===== src/rtl/mlt_pkg.sv =====
// Shared types, token codes, character constants and keyword lookup for the tokenizer.
package mlt_pkg;

    // Fixed payload widths.
    localparam int KIND_W    = 5;
    localparam int LINE_W    = 16;
    localparam int LEN_OUT_W = 12;
    localparam int KW_MAX    = 7;
    localparam int KW_COUNT  = 9;

    localparam logic [LEN_OUT_W-1:0] LEN_OUT_MAX = '1;
    localparam logic [LINE_W-1:0]    LINE_MAX    = '1;

    // Token kinds.
    localparam logic [KIND_W-1:0] KIND_DONE    = 5'd0;
    localparam logic [KIND_W-1:0] KIND_ERR     = 5'd1;
    localparam logic [KIND_W-1:0] KIND_IDENT   = 5'd2;
    localparam logic [KIND_W-1:0] KIND_ICONST  = 5'd3;
    localparam logic [KIND_W-1:0] KIND_RCONST  = 5'd4;
    localparam logic [KIND_W-1:0] KIND_SCONST  = 5'd5;
    localparam logic [KIND_W-1:0] KIND_BCONST  = 5'd6;
    localparam logic [KIND_W-1:0] KIND_PLUS    = 5'd7;
    localparam logic [KIND_W-1:0] KIND_MINUS   = 5'd8;
    localparam logic [KIND_W-1:0] KIND_MULT    = 5'd9;
    localparam logic [KIND_W-1:0] KIND_DIV     = 5'd10;
    localparam logic [KIND_W-1:0] KIND_ASSOP   = 5'd11;
    localparam logic [KIND_W-1:0] KIND_EQ      = 5'd12;
    localparam logic [KIND_W-1:0] KIND_GTHAN   = 5'd13;
    localparam logic [KIND_W-1:0] KIND_LTHAN   = 5'd14;
    localparam logic [KIND_W-1:0] KIND_COMMA   = 5'd15;
    localparam logic [KIND_W-1:0] KIND_SEMICOL = 5'd16;
    localparam logic [KIND_W-1:0] KIND_LPAREN  = 5'd17;
    localparam logic [KIND_W-1:0] KIND_RPAREN  = 5'd18;
    localparam logic [KIND_W-1:0] KIND_DOT     = 5'd19;
    localparam logic [KIND_W-1:0] KIND_IF      = 5'd20;
    localparam logic [KIND_W-1:0] KIND_ELSE    = 5'd21;
    localparam logic [KIND_W-1:0] KIND_STRING  = 5'd22;
    localparam logic [KIND_W-1:0] KIND_PROGRAM = 5'd23;
    localparam logic [KIND_W-1:0] KIND_AND     = 5'd24;
    localparam logic [KIND_W-1:0] KIND_NOT     = 5'd25;
    localparam logic [KIND_W-1:0] KIND_OR      = 5'd26;

    // Input item codes.
    localparam logic OP_CHAR = 1'b0;
    localparam logic OP_END  = 1'b1;

    // Characters with a special role.
    localparam logic [7:0] CH_NUL        = 8'h00;
    localparam logic [7:0] CH_TAB        = 8'h09;
    localparam logic [7:0] CH_NEWLINE    = 8'h0A;
    localparam logic [7:0] CH_CR         = 8'h0D;
    localparam logic [7:0] CH_SPACE      = 8'h20;
    localparam logic [7:0] CH_DOLLAR     = 8'h24;
    localparam logic [7:0] CH_QUOTE      = 8'h27;
    localparam logic [7:0] CH_LPAREN     = 8'h28;
    localparam logic [7:0] CH_RPAREN     = 8'h29;
    localparam logic [7:0] CH_STAR       = 8'h2A;
    localparam logic [7:0] CH_PLUS       = 8'h2B;
    localparam logic [7:0] CH_COMMA      = 8'h2C;
    localparam logic [7:0] CH_MINUS      = 8'h2D;
    localparam logic [7:0] CH_DOT        = 8'h2E;
    localparam logic [7:0] CH_SLASH      = 8'h2F;
    localparam logic [7:0] CH_ZERO       = 8'h30;
    localparam logic [7:0] CH_NINE       = 8'h39;
    localparam logic [7:0] CH_COLON      = 8'h3A;
    localparam logic [7:0] CH_SEMI       = 8'h3B;
    localparam logic [7:0] CH_LESS       = 8'h3C;
    localparam logic [7:0] CH_EQUAL      = 8'h3D;
    localparam logic [7:0] CH_GREATER    = 8'h3E;
    localparam logic [7:0] CH_UPPER_A    = 8'h41;
    localparam logic [7:0] CH_UPPER_Z    = 8'h5A;
    localparam logic [7:0] CH_UNDERSCORE = 8'h5F;
    localparam logic [7:0] CH_LOWER_A    = 8'h61;
    localparam logic [7:0] CH_LOWER_Z    = 8'h7A;

    // Keywords, text right-aligned so the first letter is the highest byte in use.
    localparam logic [8*KW_MAX-1:0] KW_STR [KW_COUNT] = '{
        56'("if"), 56'("else"), 56'("string"), 56'("program"), 56'("and"),
        56'("not"), 56'("or"), 56'("true"), 56'("false")
    };
    localparam logic [2:0] KW_LEN [KW_COUNT] = '{
        3'd2, 3'd4, 3'd6, 3'd7, 3'd3, 3'd3, 3'd2, 3'd4, 3'd5
    };
    localparam logic [KIND_W-1:0] KW_KIND [KW_COUNT] = '{
        KIND_IF, KIND_ELSE, KIND_STRING, KIND_PROGRAM, KIND_AND,
        KIND_NOT, KIND_OR, KIND_BCONST, KIND_BCONST
    };

    // Scanner modes.
    typedef enum logic [2:0] {
        MODE_START,
        MODE_INT,
        MODE_REAL,
        MODE_ID,
        MODE_STR,
        MODE_COLON
    } scan_mode_t;

    // One result item.
    typedef struct packed {
        logic [KIND_W-1:0]    kind;
        logic [LINE_W-1:0]    line;
        logic [LEN_OUT_W-1:0] len;
        logic                 last;
    } tok_res_t;

    // The results of one input item, in order.
    typedef struct packed {
        logic [1:0] cnt;
        tok_res_t   r0;
        tok_res_t   r1;
    } tok_batch_t;

    function automatic logic is_digit(input logic [7:0] c);
        return (c >= CH_ZERO) && (c <= CH_NINE);
    endfunction

    function automatic logic is_alpha(input logic [7:0] c);
        return ((c >= CH_LOWER_A) && (c <= CH_LOWER_Z)) ||
               ((c >= CH_UPPER_A) && (c <= CH_UPPER_Z));
    endfunction

    function automatic logic is_space(input logic [7:0] c);
        return (c == CH_SPACE) || ((c >= CH_TAB) && (c <= CH_CR));
    endfunction

    // Single-character operators: hit flag and token kind.
    function automatic logic [KIND_W:0] op_lookup(input logic [7:0] c);
        logic [KIND_W:0] res;
        case (c)
            CH_PLUS:    res = {1'b1, KIND_PLUS};
            CH_MINUS:   res = {1'b1, KIND_MINUS};
            CH_STAR:    res = {1'b1, KIND_MULT};
            CH_SLASH:   res = {1'b1, KIND_DIV};
            CH_EQUAL:   res = {1'b1, KIND_EQ};
            CH_GREATER: res = {1'b1, KIND_GTHAN};
            CH_LESS:    res = {1'b1, KIND_LTHAN};
            CH_COMMA:   res = {1'b1, KIND_COMMA};
            CH_SEMI:    res = {1'b1, KIND_SEMICOL};
            CH_LPAREN:  res = {1'b1, KIND_LPAREN};
            CH_RPAREN:  res = {1'b1, KIND_RPAREN};
            CH_DOT:     res = {1'b1, KIND_DOT};
            default:    res = {1'b0, KIND_ERR};
        endcase
        return res;
    endfunction

    // Kind of a finished word: a keyword, a boolean or a plain identifier.
    function automatic logic [KIND_W-1:0] kw_kind(
        input logic [KW_MAX-1:0][7:0] text,
        input logic [2:0]             len,
        input logic                   fits
    );
        logic [KIND_W-1:0] kind;
        logic              same;
        kind = KIND_IDENT;
        for (int i = 0; i < KW_COUNT; i++) begin
            same = fits && (len == KW_LEN[i]);
            for (int j = 0; j < KW_MAX; j++) begin
                if (j < int'(KW_LEN[i])) begin
                    if (text[j] != KW_STR[i][8*(int'(KW_LEN[i])-1-j) +: 8]) begin
                        same = 1'b0;
                    end
                end
            end
            if (same) begin
                kind = KW_KIND[i];
            end
        end
        return kind;
    endfunction

endpackage


===== src/rtl/mlt_if.sv =====
// Handshake interfaces for the character channel and the token channel.
interface mlt_char_if;
    logic       valid;
    logic       ready;
    logic       op;
    logic [7:0] ch;

    modport source (output valid, output op, output ch, input ready);
    modport sink (input valid, input op, input ch, output ready);
endinterface

interface mlt_tok_if;
    logic                          valid;
    logic                          ready;
    logic [mlt_pkg::KIND_W-1:0]    kind;
    logic [mlt_pkg::LINE_W-1:0]    line;
    logic [mlt_pkg::LEN_OUT_W-1:0] lexeme_length;
    logic                          last;

    modport source (output valid, output kind, output line, output lexeme_length,
                    output last, input ready);
    modport sink (input valid, input kind, input line, input lexeme_length,
                  input last, output ready);
endinterface


===== src/rtl/mlt_scan.sv =====
// Scanner: mode, line and length state, word prefix store and per-character transition logic.
module mlt_scan #(
    parameter int KEYWORD_CHARS = 8,
    parameter int LENGTH_BITS   = 12
) (
    input  logic               clk,
    input  logic               rst_n,
    input  logic               item_valid,
    input  logic               item_op,
    input  logic [7:0]         item_ch,
    input  logic               room,
    output logic               take,
    output mlt_pkg::tok_batch_t batch
);

    localparam int IDX_W = $clog2(KEYWORD_CHARS);
    localparam int CMP_W = (LENGTH_BITS > mlt_pkg::LEN_OUT_W) ? LENGTH_BITS
                                                               : mlt_pkg::LEN_OUT_W;
    localparam logic [LENGTH_BITS-1:0] LEN_MAX = '1;

    mlt_pkg::scan_mode_t             mode_reg, mode_next;
    logic [mlt_pkg::LINE_W-1:0]      line_reg, line_next;
    logic [LENGTH_BITS-1:0]          tlen_reg, tlen_next;
    logic [7:0]                      prefix_reg [KEYWORD_CHARS];

    logic                            wr_en;
    logic [IDX_W-1:0]                wr_idx;
    logic [LENGTH_BITS-1:0]          tlen_sat;
    logic                            tlen_room;
    logic [mlt_pkg::KW_MAX-1:0][7:0] word_text;
    logic [mlt_pkg::KIND_W-1:0]      word_kind;

    // Start-mode decode of the current character.
    mlt_pkg::scan_mode_t             st_mode;
    logic                            st_first;
    logic                            st_emit;
    logic [mlt_pkg::KIND_W-1:0]      st_kind;
    logic [mlt_pkg::KIND_W:0]        op_hit;

    // Token from the pending lexeme.
    logic                            e0;
    logic [mlt_pkg::KIND_W-1:0]      k0;
    logic [mlt_pkg::LINE_W-1:0]      ln0;
    logic [LENGTH_BITS-1:0]          len0;
    logic                            use_start;
    logic                            done;
    mlt_pkg::tok_res_t               main_res, start_res, done_res;

    function automatic logic [mlt_pkg::LEN_OUT_W-1:0] clamp_len(
        input logic [LENGTH_BITS-1:0] v
    );
        logic [CMP_W-1:0] ext;
        ext = CMP_W'(v);
        if (ext > CMP_W'(mlt_pkg::LEN_OUT_MAX)) begin
            return mlt_pkg::LEN_OUT_MAX;
        end
        return ext[mlt_pkg::LEN_OUT_W-1:0];
    endfunction

    // Saturating length step and prefix room.
    assign tlen_sat  = (tlen_reg == LEN_MAX) ? tlen_reg : tlen_reg + 1'b1;
    assign tlen_room = {1'b0, tlen_reg} < (LENGTH_BITS+1)'(KEYWORD_CHARS);

    // Keyword compare over the first characters of the word.
    always_comb
    begin
        for (int i = 0; i < mlt_pkg::KW_MAX; i++) begin
            word_text[i] = prefix_reg[i];
        end
    end

    assign word_kind = mlt_pkg::kw_kind(word_text, tlen_reg[2:0],
                                        tlen_reg <= LENGTH_BITS'(mlt_pkg::KW_MAX));

    // What the character does when scanned from the start mode.
    assign op_hit = mlt_pkg::op_lookup(item_ch);

    always_comb
    begin
        st_mode  = mlt_pkg::MODE_START;
        st_first = 1'b0;
        st_emit  = 1'b0;
        st_kind  = mlt_pkg::KIND_ERR;
        if (mlt_pkg::is_digit(item_ch)) begin
            st_mode  = mlt_pkg::MODE_INT;
            st_first = 1'b1;
        end else if (mlt_pkg::is_alpha(item_ch)) begin
            st_mode  = mlt_pkg::MODE_ID;
            st_first = 1'b1;
        end else if (item_ch == mlt_pkg::CH_QUOTE) begin
            st_mode = mlt_pkg::MODE_STR;
        end else if (item_ch == mlt_pkg::CH_COLON) begin
            st_mode = mlt_pkg::MODE_COLON;
        end else if (op_hit[mlt_pkg::KIND_W]) begin
            st_emit = 1'b1;
            st_kind = op_hit[mlt_pkg::KIND_W-1:0];
        end else if (!mlt_pkg::is_space(item_ch) && (item_ch != mlt_pkg::CH_NUL)) begin
            st_emit = 1'b1;
        end
    end

    // Mode transitions, pending token and state update.
    always_comb
    begin
        mode_next = mode_reg;
        tlen_next = tlen_reg;
        line_next = line_reg;
        wr_en     = 1'b0;
        wr_idx    = tlen_reg[IDX_W-1:0];
        e0        = 1'b0;
        k0        = mlt_pkg::KIND_ERR;
        ln0       = line_reg;
        len0      = tlen_reg;
        use_start = 1'b0;
        done      = 1'b0;

        if (item_op == mlt_pkg::OP_END) begin
            done = 1'b1;
            case (mode_reg)
                mlt_pkg::MODE_INT:
                begin
                    e0 = 1'b1;
                    k0 = mlt_pkg::KIND_ICONST;
                end
                mlt_pkg::MODE_REAL:
                begin
                    e0 = 1'b1;
                    k0 = mlt_pkg::KIND_RCONST;
                end
                mlt_pkg::MODE_ID:
                begin
                    e0 = 1'b1;
                    k0 = word_kind;
                end
                mlt_pkg::MODE_STR:
                begin
                    e0   = 1'b1;
                    len0 = tlen_sat;
                end
                mlt_pkg::MODE_COLON:
                begin
                    e0   = 1'b1;
                    len0 = LENGTH_BITS'(1);
                end
                default:
                begin
                    e0 = 1'b0;
                end
            endcase
            mode_next = mlt_pkg::MODE_START;
            tlen_next = '0;
        end else begin
            if ((item_ch == mlt_pkg::CH_NEWLINE) && (line_reg != mlt_pkg::LINE_MAX)) begin
                line_next = line_reg + 1'b1;
            end
            ln0 = line_next;
            case (mode_reg)
                mlt_pkg::MODE_INT:
                begin
                    if (mlt_pkg::is_digit(item_ch) || (item_ch == mlt_pkg::CH_DOT)) begin
                        wr_en     = tlen_room;
                        tlen_next = tlen_sat;
                        if (item_ch == mlt_pkg::CH_DOT) begin
                            mode_next = mlt_pkg::MODE_REAL;
                        end
                    end else begin
                        e0        = 1'b1;
                        k0        = mlt_pkg::KIND_ICONST;
                        use_start = 1'b1;
                    end
                end
                mlt_pkg::MODE_REAL:
                begin
                    if (mlt_pkg::is_digit(item_ch)) begin
                        wr_en     = tlen_room;
                        tlen_next = tlen_sat;
                    end else if (item_ch == mlt_pkg::CH_DOT) begin
                        e0        = 1'b1;
                        len0      = tlen_sat;
                        mode_next = mlt_pkg::MODE_START;
                        tlen_next = '0;
                    end else begin
                        e0        = 1'b1;
                        k0        = mlt_pkg::KIND_RCONST;
                        use_start = 1'b1;
                    end
                end
                mlt_pkg::MODE_ID:
                begin
                    if (mlt_pkg::is_alpha(item_ch) || mlt_pkg::is_digit(item_ch) ||
                        (item_ch == mlt_pkg::CH_UNDERSCORE) ||
                        (item_ch == mlt_pkg::CH_DOLLAR)) begin
                        wr_en     = tlen_room;
                        tlen_next = tlen_sat;
                    end else begin
                        e0        = 1'b1;
                        k0        = word_kind;
                        use_start = 1'b1;
                    end
                end
                mlt_pkg::MODE_STR:
                begin
                    if (item_ch == mlt_pkg::CH_QUOTE) begin
                        e0        = 1'b1;
                        k0        = mlt_pkg::KIND_SCONST;
                        mode_next = mlt_pkg::MODE_START;
                        tlen_next = '0;
                    end else if (item_ch == mlt_pkg::CH_NEWLINE) begin
                        // Unterminated string: reported on the line it started on.
                        e0        = 1'b1;
                        ln0       = line_reg;
                        len0      = tlen_sat;
                        mode_next = mlt_pkg::MODE_START;
                        tlen_next = '0;
                    end else begin
                        tlen_next = tlen_sat;
                    end
                end
                mlt_pkg::MODE_COLON:
                begin
                    if (item_ch == mlt_pkg::CH_EQUAL) begin
                        e0        = 1'b1;
                        k0        = mlt_pkg::KIND_ASSOP;
                        len0      = LENGTH_BITS'(2);
                        mode_next = mlt_pkg::MODE_START;
                        tlen_next = '0;
                    end else begin
                        e0        = 1'b1;
                        len0      = LENGTH_BITS'(1);
                        use_start = 1'b1;
                    end
                end
                default:
                begin
                    use_start = 1'b1;
                end
            endcase

            // The character is scanned again from the start mode.
            if (use_start) begin
                mode_next = st_mode;
                tlen_next = st_first ? LENGTH_BITS'(1) : '0;
                wr_en     = st_first;
                wr_idx    = '0;
            end
        end
    end

    // Order the results of this item.
    always_comb
    begin
        main_res  = '{kind: k0, line: ln0, len: clamp_len(len0), last: 1'b0};
        start_res = '{kind: st_kind, line: line_next,
                      len: mlt_pkg::LEN_OUT_W'(1), last: 1'b0};
        done_res  = '{kind: mlt_pkg::KIND_DONE, line: line_reg, len: '0, last: 1'b0};
        batch     = '0;
        if (e0) begin
            batch.r0 = main_res;
            if (use_start && st_emit) begin
                batch.r1  = start_res;
                batch.cnt = 2'd2;
            end else if (done) begin
                batch.r1  = done_res;
                batch.cnt = 2'd2;
            end else begin
                batch.cnt = 2'd1;
            end
        end else if (use_start && st_emit) begin
            batch.r0  = start_res;
            batch.cnt = 2'd1;
        end else if (done) begin
            batch.r0  = done_res;
            batch.cnt = 2'd1;
        end
        batch.r0.last = (batch.cnt == 2'd1);
        batch.r1.last = 1'b1;
    end

    // An item is taken once its results have a place to go.
    assign take = item_valid && ((batch.cnt == 2'd0) || room);

    // Scanner state.
    always_ff @(posedge clk or negedge rst_n)
    begin
        if (!rst_n) begin
            mode_reg <= mlt_pkg::MODE_START;
            line_reg <= mlt_pkg::LINE_W'(1);
            tlen_reg <= '0;
        end else if (take) begin
            mode_reg <= mode_next;
            line_reg <= line_next;
            tlen_reg <= tlen_next;
        end
    end

    // Word prefix store.
    always_ff @(posedge clk)
    begin
        if (take && wr_en) begin
            prefix_reg[wr_idx] <= item_ch;
        end
    end

    // An end item leaves the scanner in the start mode with no pending length.
    a_end_clears: assert property (@(posedge clk) disable iff (!rst_n)
        take && (item_op == mlt_pkg::OP_END) |=>
            (mode_reg == mlt_pkg::MODE_START) && (tlen_reg == '0))
        else $error("scanner state not cleared after end of input");

    // The line count never goes back.
    a_line_mono: assert property (@(posedge clk) disable iff (!rst_n)
        1'b1 |=> line_reg >= $past(line_reg))
        else $error("line count decreased");

    // The final result of an end item is DONE.
    a_end_done: assert property (@(posedge clk) disable iff (!rst_n)
        take && (item_op == mlt_pkg::OP_END) |->
            ((batch.cnt == 2'd1) && (batch.r0.kind == mlt_pkg::KIND_DONE)) ||
            ((batch.cnt == 2'd2) && (batch.r1.kind == mlt_pkg::KIND_DONE)))
        else $error("end of input without DONE");

endmodule


===== src/rtl/mlt_out.sv =====
// Result register: holds the one or two tokens of an item and hands them out in order.
module mlt_out (
    input  logic                clk,
    input  logic                rst_n,
    input  logic                load,
    input  mlt_pkg::tok_batch_t batch,
    output logic                room,
    mlt_tok_if.source           tok_chan
);

    logic [1:0]        cnt_reg, cnt_next;
    mlt_pkg::tok_res_t r0_reg, r0_next;
    mlt_pkg::tok_res_t r1_reg, r1_next;
    logic              pop;

    assign pop  = tok_chan.valid && tok_chan.ready;
    assign room = (cnt_reg == 2'd0) || ((cnt_reg == 2'd1) && tok_chan.ready);

    // Load a new pair, or move the second token up after a transaction.
    always_comb
    begin
        cnt_next = cnt_reg;
        r0_next  = r0_reg;
        r1_next  = r1_reg;
        if (load) begin
            cnt_next = batch.cnt;
            r0_next  = batch.r0;
            r1_next  = batch.r1;
        end else if (pop) begin
            cnt_next = cnt_reg - 1'b1;
            r0_next  = r1_reg;
        end
    end

    always_ff @(posedge clk or negedge rst_n)
    begin
        if (!rst_n) begin
            cnt_reg <= 2'd0;
        end else begin
            cnt_reg <= cnt_next;
        end
    end

    always_ff @(posedge clk)
    begin
        r0_reg <= r0_next;
        r1_reg <= r1_next;
    end

    // Token channel drive.
    assign tok_chan.valid         = (cnt_reg != 2'd0);
    assign tok_chan.kind          = r0_reg.kind;
    assign tok_chan.line          = r0_reg.line;
    assign tok_chan.lexeme_length = r0_reg.len;
    assign tok_chan.last          = r0_reg.last;

    // A pair is loaded only over an empty or emptying register.
    a_load_room: assert property (@(posedge clk) disable iff (!rst_n)
        load |-> (cnt_reg == 2'd0) || ((cnt_reg == 2'd1) && pop))
        else $error("result register overwritten");

    // The first of two waiting tokens is never marked last.
    a_pair_order: assert property (@(posedge clk) disable iff (!rst_n)
        (cnt_reg == 2'd2) |-> !r0_reg.last && r1_reg.last)
        else $error("last flag out of order");

    // A single waiting token always closes its item.
    a_single_last: assert property (@(posedge clk) disable iff (!rst_n)
        (cnt_reg == 2'd1) |-> r0_reg.last)
        else $error("lone token not marked last");

endmodule


===== src/rtl/mini_language_tokenizer.sv =====
// Top level of the tokenizer: character input register, scanner and result register.
// The tokenizer takes one character per clock while the result register has room and
// passes each through an input register, the scanner logic and a result register, so the
// first token of a character appears once both registers have been loaded in turn. The
// result register holds the one or two tokens a character causes and sends one per cycle
// while the token channel is ready; a character that closes a pending token and starts
// another, or an end item that flushes a token before DONE, therefore fills both places
// of the result register and holds up the next character that causes a token.
// Characters that cause no token never wait on the output. Keywords are recognized by
// comparing the first KW_MAX characters of a word in parallel; lexeme lengths count in
// LENGTH_BITS bits and saturate.
module mini_language_tokenizer #(
    parameter int KEYWORD_CHARS = 8,
    parameter int LENGTH_BITS   = 12
) (
    input logic        clk,
    input logic        rst_n,
    mlt_char_if.sink   char_chan,
    mlt_tok_if.source  tok_chan
);

    logic                in_valid_reg, in_valid_next;
    logic                in_op_reg;
    logic [7:0]          in_ch_reg;
    logic                take;
    logic                room;
    logic                accept;
    mlt_pkg::tok_batch_t batch;

    // The input register refills in the cycle its item moves on.
    assign char_chan.ready = !in_valid_reg || take;
    assign accept          = char_chan.valid && char_chan.ready;

    always_comb
    begin
        in_valid_next = in_valid_reg;
        if (accept) begin
            in_valid_next = 1'b1;
        end else if (take) begin
            in_valid_next = 1'b0;
        end
    end

    always_ff @(posedge clk or negedge rst_n)
    begin
        if (!rst_n) begin
            in_valid_reg <= 1'b0;
        end else begin
            in_valid_reg <= in_valid_next;
        end
    end

    always_ff @(posedge clk)
    begin
        if (accept) begin
            in_op_reg <= char_chan.op;
            in_ch_reg <= char_chan.ch;
        end
    end

    mlt_scan #(
        .KEYWORD_CHARS (KEYWORD_CHARS),
        .LENGTH_BITS   (LENGTH_BITS)
    ) u_scan (
        .clk        (clk),
        .rst_n      (rst_n),
        .item_valid (in_valid_reg),
        .item_op    (in_op_reg),
        .item_ch    (in_ch_reg),
        .room       (room),
        .take       (take),
        .batch      (batch)
    );

    mlt_out u_out (
        .clk      (clk),
        .rst_n    (rst_n),
        .load     (take && (batch.cnt != 2'd0)),
        .batch    (batch),
        .room     (room),
        .tok_chan (tok_chan)
    );

    // An item leaves the input register only if it was there.
    a_take_valid: assert property (@(posedge clk) disable iff (!rst_n)
        take |-> in_valid_reg)
        else $error("scanner took an empty input register");

    // A held character waits only on the result register.
    a_hold_reason: assert property (@(posedge clk) disable iff (!rst_n)
        in_valid_reg && !take |-> !room && (batch.cnt != 2'd0))
        else $error("input register stalled without cause");

    // A new transaction is never lost over a waiting character.
    a_no_overrun: assert property (@(posedge clk) disable iff (!rst_n)
        accept |-> !in_valid_reg || take)
        else $error("input register overrun");

endmodule

===== src/flat_wrapper.sv =====
// flat-port wrapper written by rule: the top's interface ports become plain ports
module mini_language_tokenizer_flat 
#(
    parameter int KEYWORD_CHARS = 8,
    parameter int LENGTH_BITS   = 12
)
  (clk, rst_n, char_chan_valid, char_chan_op, char_chan_ch, char_chan_ready, tok_chan_valid, tok_chan_kind, tok_chan_line, tok_chan_lexeme_length, tok_chan_last, tok_chan_ready);
  mlt_char_if char_chan_i ();
  mlt_tok_if tok_chan_i ();
  input logic clk;
  input logic rst_n;
  input wire logic [$bits(char_chan_i.valid)-1:0] char_chan_valid;
  input wire logic [$bits(char_chan_i.op)-1:0] char_chan_op;
  input wire logic [$bits(char_chan_i.ch)-1:0] char_chan_ch;
  output wire logic [$bits(char_chan_i.ready)-1:0] char_chan_ready;
  output wire logic [$bits(tok_chan_i.valid)-1:0] tok_chan_valid;
  output wire logic [$bits(tok_chan_i.kind)-1:0] tok_chan_kind;
  output wire logic [$bits(tok_chan_i.line)-1:0] tok_chan_line;
  output wire logic [$bits(tok_chan_i.lexeme_length)-1:0] tok_chan_lexeme_length;
  output wire logic [$bits(tok_chan_i.last)-1:0] tok_chan_last;
  input wire logic [$bits(tok_chan_i.ready)-1:0] tok_chan_ready;
  assign char_chan_i.valid = char_chan_valid;
  assign char_chan_i.op = char_chan_op;
  assign char_chan_i.ch = char_chan_ch;
  assign char_chan_ready = char_chan_i.ready;
  assign tok_chan_valid = tok_chan_i.valid;
  assign tok_chan_kind = tok_chan_i.kind;
  assign tok_chan_line = tok_chan_i.line;
  assign tok_chan_lexeme_length = tok_chan_i.lexeme_length;
  assign tok_chan_last = tok_chan_i.last;
  assign tok_chan_i.ready = tok_chan_ready;
  mini_language_tokenizer #(.KEYWORD_CHARS(KEYWORD_CHARS), .LENGTH_BITS(LENGTH_BITS)) u_core (.clk(clk), .rst_n(rst_n), .char_chan(char_chan_i), .tok_chan(tok_chan_i));
endmodule

===== config.mk =====
export PLATFORM = sky130hd
export DESIGN_NAME = mini_language_tokenizer_flat
export DESIGN_NICKNAME = d
export VERILOG_FILES = /design/src/rtl/mlt_pkg.sv /design/src/rtl/mlt_if.sv /design/src/rtl/mlt_scan.sv /design/src/rtl/mlt_out.sv /design/src/rtl/mini_language_tokenizer.sv /design/src/flat_wrapper.sv
export SDC_FILE = /design/constraint.sdc
export NUM_CORES = 1
export LEC_CHECK = 0
export BUFFER_PORTS_ARGS = -buffer_cell sky130_fd_sc_hd__buf_2
export CAP_MARGIN = 25
export CORE_MARGIN = 2
export CORE_UTILIZATION = 26
export DETAILED_ROUTE_END_ITERATION = 16
export GPL_ROUTABILITY_DRIVEN = 0
export GPL_TIMING_DRIVEN = 0
export PLACE_DENSITY = 0.48
export SYNTH_ARGS = -nofsm -noshare
export SYNTH_HDL_FRONTEND = slang
export SYNTH_HIERARCHICAL = 1
export SYNTH_SLANG_ARGS = --single-unit

===== constraint.sdc =====
create_clock -name clk -period 4.3 [get_ports clk]
set_input_delay 0.86 -clock clk [delete_from_list [all_inputs] [get_ports clk]]
set_output_delay 0.86 -clock clk [all_outputs]
set_load 0.01 [all_outputs]

Word-level counts from Yosys, hierarchy flattened
Memory sizes are Yosys's and may differ from the RTL's.
Index checks and enable logic that the tools add are counted.

cells by class
  reduce and logical (&&, ||, !) cells = 43
  $add $sub $neg = 3
  mux-type cells = 149
  $lt $le $gt $ge = 11
  bitwise gates (word level) = 1
  equal/unequal tests = 74

operators by type and width
  kind                   count
  $ne 8x7->1 const B     33
  $mux 12                17
  $eq 8x6->1 const B     16
  $mux 34                3
  $mux 16                6
  $mux 5                 16
  $pmux 6 s12            1
  $mux 35                2
  $mux 1                 68
  $pmux 12 s5            1
  $mux 3                 18
  $mux 36                1
  $pmux 12 s3            1
  $mux 29                1
  $pmux 5 s5             1
  $ne 4x3->1 const B     6
  $pmux 12 s2            1
  $logic_and 1x1->1      19
  $eq 3x3->1 const B     6
  $add 16x1->16 const B  1
  $ge 8x7->1 const B     2
  $le 8x7->1 const B     2
  $ne 16x16->1 const B   1
  $pmux 5 s3             1
  33 further kinds       57

word-level totals
  bits in registers = 110
  input bits = 13
  word-level logic and storage cells = 297
  RAM bits = 64
  output and inout port bits = 36
  memories kept = 1

memories
  name                      depth  width  read ports  clocked after Yosys merged registers in  wr ports  line            text
  u_core.u_scan.prefix_reg  8      8      7           0                                        1         mlt_scan.sv:24  logic [7:0] prefix_reg [KEYWORD_CHARS];

Depth between registers and ports, before layout
  depth after elaboration = 25
  gate-level depth with buffers = 16
  mapped depth without buffers = 10

Hierarchy
The synthesis kept the hierarchy.

modules (own cells, without submodules)
  module                   instances  area each (um2)  cells an instance  sequential area each (um2)
  mlt_scan                 1          6279.8           728                2458.6
  mlt_out                  1          2610.0           124                2092.0
  mini_language_tokenizer  1          331.6            14                 295.3

Least setup slack after synthesis
OpenSTA, ideal clock, no wires.

  path kind = register to register
  from = register u_core.in_ch_reg[2]
  to = register u_core.u_out.r0_reg, in the netlist u_core/u_out/tok_chan.kind[0] (enable)
  slack = -313 ps
  data required time = 3924 ps
  arrival time = 4237 ps
  stages on the path, launching flop included = 15
  library setup time = 376 ps
  buffers on the path = 5
  clock period less this slack = 4613 ps
  path through = edfxtp_1 -> buf_2 -> or4_4 -> o22ai_2 -> o21ba_2 -> nand3_1 -> a22o_1 -> buf_6 -> or2_2 -> clkbuf_1 -> inv_1 -> o21a_1 -> buf_4 -> buf_6 -> or2_2

RTL lines
  item                    line                           text
  from (decl)             mini_language_tokenizer.sv:24  logic [7:0] in_ch_reg;
  from (signal assigned)  mini_language_tokenizer.sv:57  in_ch_reg <= char_chan.ch;
  to (signal assigned)    mlt_out.sv:46                  r0_reg <= r0_next;
  to (decl)               mlt_out.sv:12                  mlt_pkg::tok_res_t r0_reg, r0_next;

Worst setup path after layout
  from = register u_core.in_ch_reg[2]
  to = output char_chan_ready

between the ends
  longest elaborated chain between the ends = 18
  elaborated cells on any way between the ends = 67
  those cells by class = 8 x order compare; 18 x eq/ne; 23 x mux; 18 x reduce/logical

RTL lines
  item                                      line                              text
  $ge 8x4->1 or $le 8x4->1 (tied branches)  mlt_pkg.sv:124                    return (c == CH_SPACE) || ((c >= CH_TAB) && (c <= CH_CR));
  $logic_and 1x1->1                         mlt_pkg.sv:124
  $logic_or 1x1->1                          mlt_pkg.sv:124
  $logic_not 1->1                           mlt_scan.sv:97                    end else if (!mlt_pkg::is_space(item_ch) && (item_ch != mlt_pkg::CH_NUL)) begin
  $logic_and 1x1->1                         mlt_scan.sv:97
  $mux 1                                    mlt_scan.sv:97
  $mux 1                                    mlt_scan.sv:94                    end else if (op_hit[mlt_pkg::KIND_W]) begin
  $mux 1                                    mlt_scan.sv:92                    end else if (item_ch == mlt_pkg::CH_COLON) begin
  [3 not listed]                            --
  $logic_and 1x1->1                         mlt_scan.sv:259, mlt_scan.sv:268
  $mux 35 or $mux 2 (tied branches)         mlt_scan.sv:268, mlt_scan.sv:259
  $mux 36 *                                 mlt_scan.sv:257                   if (e0) begin
  $logic_not 2->1 *                         mlt_scan.sv:280                   assign take = item_valid && ((batch.cnt == 2'd0) || room);
  $logic_or 1x1->1 *                        mlt_scan.sv:280
  $logic_and 1x1->1 *                       mlt_scan.sv:280
  net u_core.take                           mini_language_tokenizer.sv:25     logic take;
  $logic_or 1x1->1 *                        mini_language_tokenizer.sv:31     assign char_chan.ready = !in_valid_reg || take;
  to (decl)                                 flat_wrapper.sv:15                output wire logic [$bits(char_chan_i.ready)-1:0] char_chan_ready;

Mark *: on every way through the listed nets, which the timed path passes. The rest lies on a longest branch. The select of a mux whose other input is x is not followed.

==> flow_summary.toml <==
[power_and_ir_drop]
power_density_nw_per_um2 = 667
switching_share_pct = 38.7
pwr-share-clk_pct = 21.2
p_comb_share_pct = 42.8
net-switching-power_uw = 2820
ir_worst_vdd_uv = 580
p_leak_uw = 0.00389
intPower_uw = 4470
p_seq_share_pct = 36.0

[floorplan]
rows = 68
die_y_um = 192
die_width_um = 192
die_area_um2 = 37000
pin_count = 49
core_area_um2 = 34700
start_util_pct = 26.6

[global_route]
overflow = 0
met3_usage_pct = 2.80
grt_pass1_vias = 7100
use_met1_pct = 21.6
grt_busiest_layer = "met2"
grt_pass1_wl_um = 41600
antenna_found_initial = 0
grt_max_degree = 35
met2_usage_pct = 22.7
track_usage_pct = 14.9

[setup_path]
arrival_ns = 3.28
start_kind = "flip-flop"
r2r-start = "u_core/in_ch_reg[2]"
critical_path_class = "flip-flop to output port"
crit_fanout = 9
crit_required_ns = 3.44
worstRegToRegCells = 13
r2r_slack_ns = 0.20
end_kind = "output port"
reg2reg_to = "u_core/u_out/tok_chan.line[4]"

[run]
drv_cap = 0

[clocking]
cts_inserted_buffers = 17
cts.clk_slew.worst_paths_ns = 0.06
cts-root-buf = "clkbuf_16"
clockBufferDepth = 2
cts.sinks = 167
cts.htree.levels = 4
cts_tree = "done"
clock_latency_ns = 0.44

[synth]
syn_area_um2 = 9220
yosysTopAreaCellShare_pct = 43.3
synth.area.top_cells = "edfxtp_1 43%, dfrtp_1 9.0%, mux2_2 4.4%"
ys_warn_count = 6
avgSynthCellArea_um2 = 10.6
ys_ff_latch = 167
syn_inst = 866
synth-seq-area-share_pct = 52.6
synth_top_cell_by_area = "edfxtp_1"
synth-edff-count = 133
synth_cell_types = 82
synth_flop_cell = "edfxtp_1"
async_flop_share_pct = 20.4

[layout]
n_antenna_cell = 0
drive_above_1_share_pct = 20.3
largest_reg_flops = 56
nNetsFinal = 992
fin_cells = 1437
utilization_pct = 31.5
fillers = 3561
areaGrowthSynthToFinish_pct = 18.5

[timing]
timing.final.hold_violations = 0
final-max-slew-violation-count = 0
fin_skew_ns = 0.0101
timing.final.crit_share_pct = 96.2
tns_ns = 0
rsz0062_at_grt = "no"
min_period_ns = 4.14
fmax_mhz = 242
worst_pin_slew_ns = 0.893
setup_viol = 0
max_slew_margin_pct = 40.5

[detailed_routing]
drc = 0
drtPass1Iterations = 6
num_vias = 7252
ant_nets = 0
vias_per_cell = 5.05
routedWlPerCell_um = 18.9
totalWireLength_um = 27200
first_iter_violations = 922

[place]
dp.cells = 1381
dp_hpwl_um = 18000
port_buffers = 48

[hold_path]
whs_path_depth = 1
min_path_type = "flip-flop to flip-flop"
hp-start = "u_core/u_scan/line_reg[0]"
holdPathEnd = "u_core/u_scan/line_reg[0]"

[run_status]
status = "finished clean"
==> through the flow <==
| step | hold WS [ns] | total power [uW] | cell area (um^2) | setup WS (ns) |
|---|---|---|---|---|
| 2_1_floorplan | 0.497 | 4410 | 9260 | 0.0699 |
| 3_3_place_gp | 0.513 | 5400 | 10100 | -1.44 |
| 3_5_place_dp | 0.521 | 5400 | 10100 | -1.48 |
| 4_1_cts | 0.534 | 7230 | 10800 | 0.0216 |
| 5_1_grt | 0.542 | 7690 | 10900 | 0.0179 |
| 6_report | 0.530 | 7290 | 10900 | 0.163 |
==> cell usage after synthesis, drive strengths merged, types with 12 or more instances <==
cell type / instances
a21oi: 39
buf: 32
clkbuf: 36
dfrtp: 33
edfxtp: 133
inv: 13
mux2: 36
nand2: 81
nand2b: 16
nand3: 31
nand4: 14
nor2: 84
nor3: 29
nor4: 12
o21ai: 44
xnor2: 19
xor2: 16
==> metal layers <==
layer	part of all wire, %	vias to the layer above
met1	49	3577
met4	1.4	0
met5	0	-
li1	-	3447
met2	45	207
met3	4.9	21
==> cell usage in the layout (no fill, tap or decap), types with 7 or more instances in the layout <==
cell / Yosys / layout
edfxtp_1: 133 / 133
nor2_1: 84 / 84
nand2_1: 81 / 81
buf_2: 11 / 61
o21ai_0: 41 / 41
a21oi_1: 39 / 39
clkbuf_1: 36 / 37
buf_4: 14 / 36
mux2_2: 36 / 36
dfrtp_1: 33 / 33
nand3_1: 31 / 31
nor3_1: 29 / 29
xnor2_1: 19 / 18
clkbuf_16: 0 / 17
xor2_1: 16 / 16
nand2b_1: 15 / 15
nand4_1: 14 / 14
conb_1: 2 / 12
inv_1: 12 / 11
and4_1: 10 / 10
and3_1: 10 / 10
nor4_1: 10 / 10
nor2b_1: 10 / 9
ha_1: 9 / 9
o31ai_1: 9 / 9
and2_1: 8 / 8
a21o_1: 8 / 8
a211oi_1: 9 / 8
a221oi_1: 8 / 8
a22o_1: 7 / 7
==> what timing repair did <==
action                                 4_1_cts  5_1_grt
pin swaps                                    2        2
endpoints found under the hold margin        0        0
resized for setup                           12        5
setup buffers                               13        9
cloned                                       3        2
setup endpoints to repair                  105       62
hold buffers                                 0        0
==> logic make-up after synthesis <==
kind of cell               count (synthesis)  share of synthesized area [%]
DFF                                      167                           52.6
xor gates and xnor gates                  35                           3.32
buffers and inverters                     82                           4.33
AOI/OAI and AO/OA                        178                           13.1
and+or+nand+nor                          355                           20.8
other                                      2                         0.0814
adders and majority gates                  9                           1.22
muxes                                     38                           4.61
==> critical path, cell delays in order (launching register included) <==
cell and delay, ns:
edfxtp_1 0.48, buf_2 0.22, or4_4 0.51, o22ai_4 0.21, o21ba_4 0.19, nand3_1 0.13, a22o_1 0.27, buf_6 0.15
o221ai_4 0.25, clkinv_4 0.12, nand2b_4 0.16, buf_2 0.14
==> power by group through the flow <==
stage | Combinational [uW] | Clock, uW | Sequential, uW
6_report | 3120 | 1540 | 2630
5_1_grt | 3370 | 1650 | 2670
4_1_cts | 3010 | 1580 | 2640
3_5_place_dp | 2680 | 0 | 2720
3_3_place_gp | 2680 | 0 | 2710
2_1_floorplan | 1680 | 0 | 2730
==> worst max path at each step <==
stage | to | cells after the start | from | slack [ns]
2_1_floorplan | u_core/u_out/tok_chan.kind[0] | 14 | u_core/in_ch_reg[2] | 0.07
3_3_place_gp | u_core/u_out/tok_chan.lexeme_length[2] | 12 | u_core/in_ch_reg[3] | -1.44
3_5_place_dp | u_core/u_out/tok_chan.lexeme_length[2] | 12 | u_core/in_ch_reg[3] | -1.48
4_1_cts | char_chan_ready | 11 | u_core/in_ch_reg[1] | 0.02
5_1_grt | char_chan_ready | 11 | u_core/in_ch_reg[2] | 0.02
6_report | char_chan_ready | 11 | u_core/in_ch_reg[2] | 0.16
==> final cells by class <==
class                      instances  area (um^2)  share of cell area, %
clock inverter                    12          144                   1.32
inverter                          14         57.6                  0.527
timing repair inverter             1         5.00                 0.0458
clock buffer                      19          433                   3.96
buffer                            66          340                   3.11
tap                              455          569                   5.21
sequential                       167         4850                   44.3
multi-input combinational        631         4110                   37.6
timing repair buffer              72          428                   3.92
(Power assumes the default switching activity.)
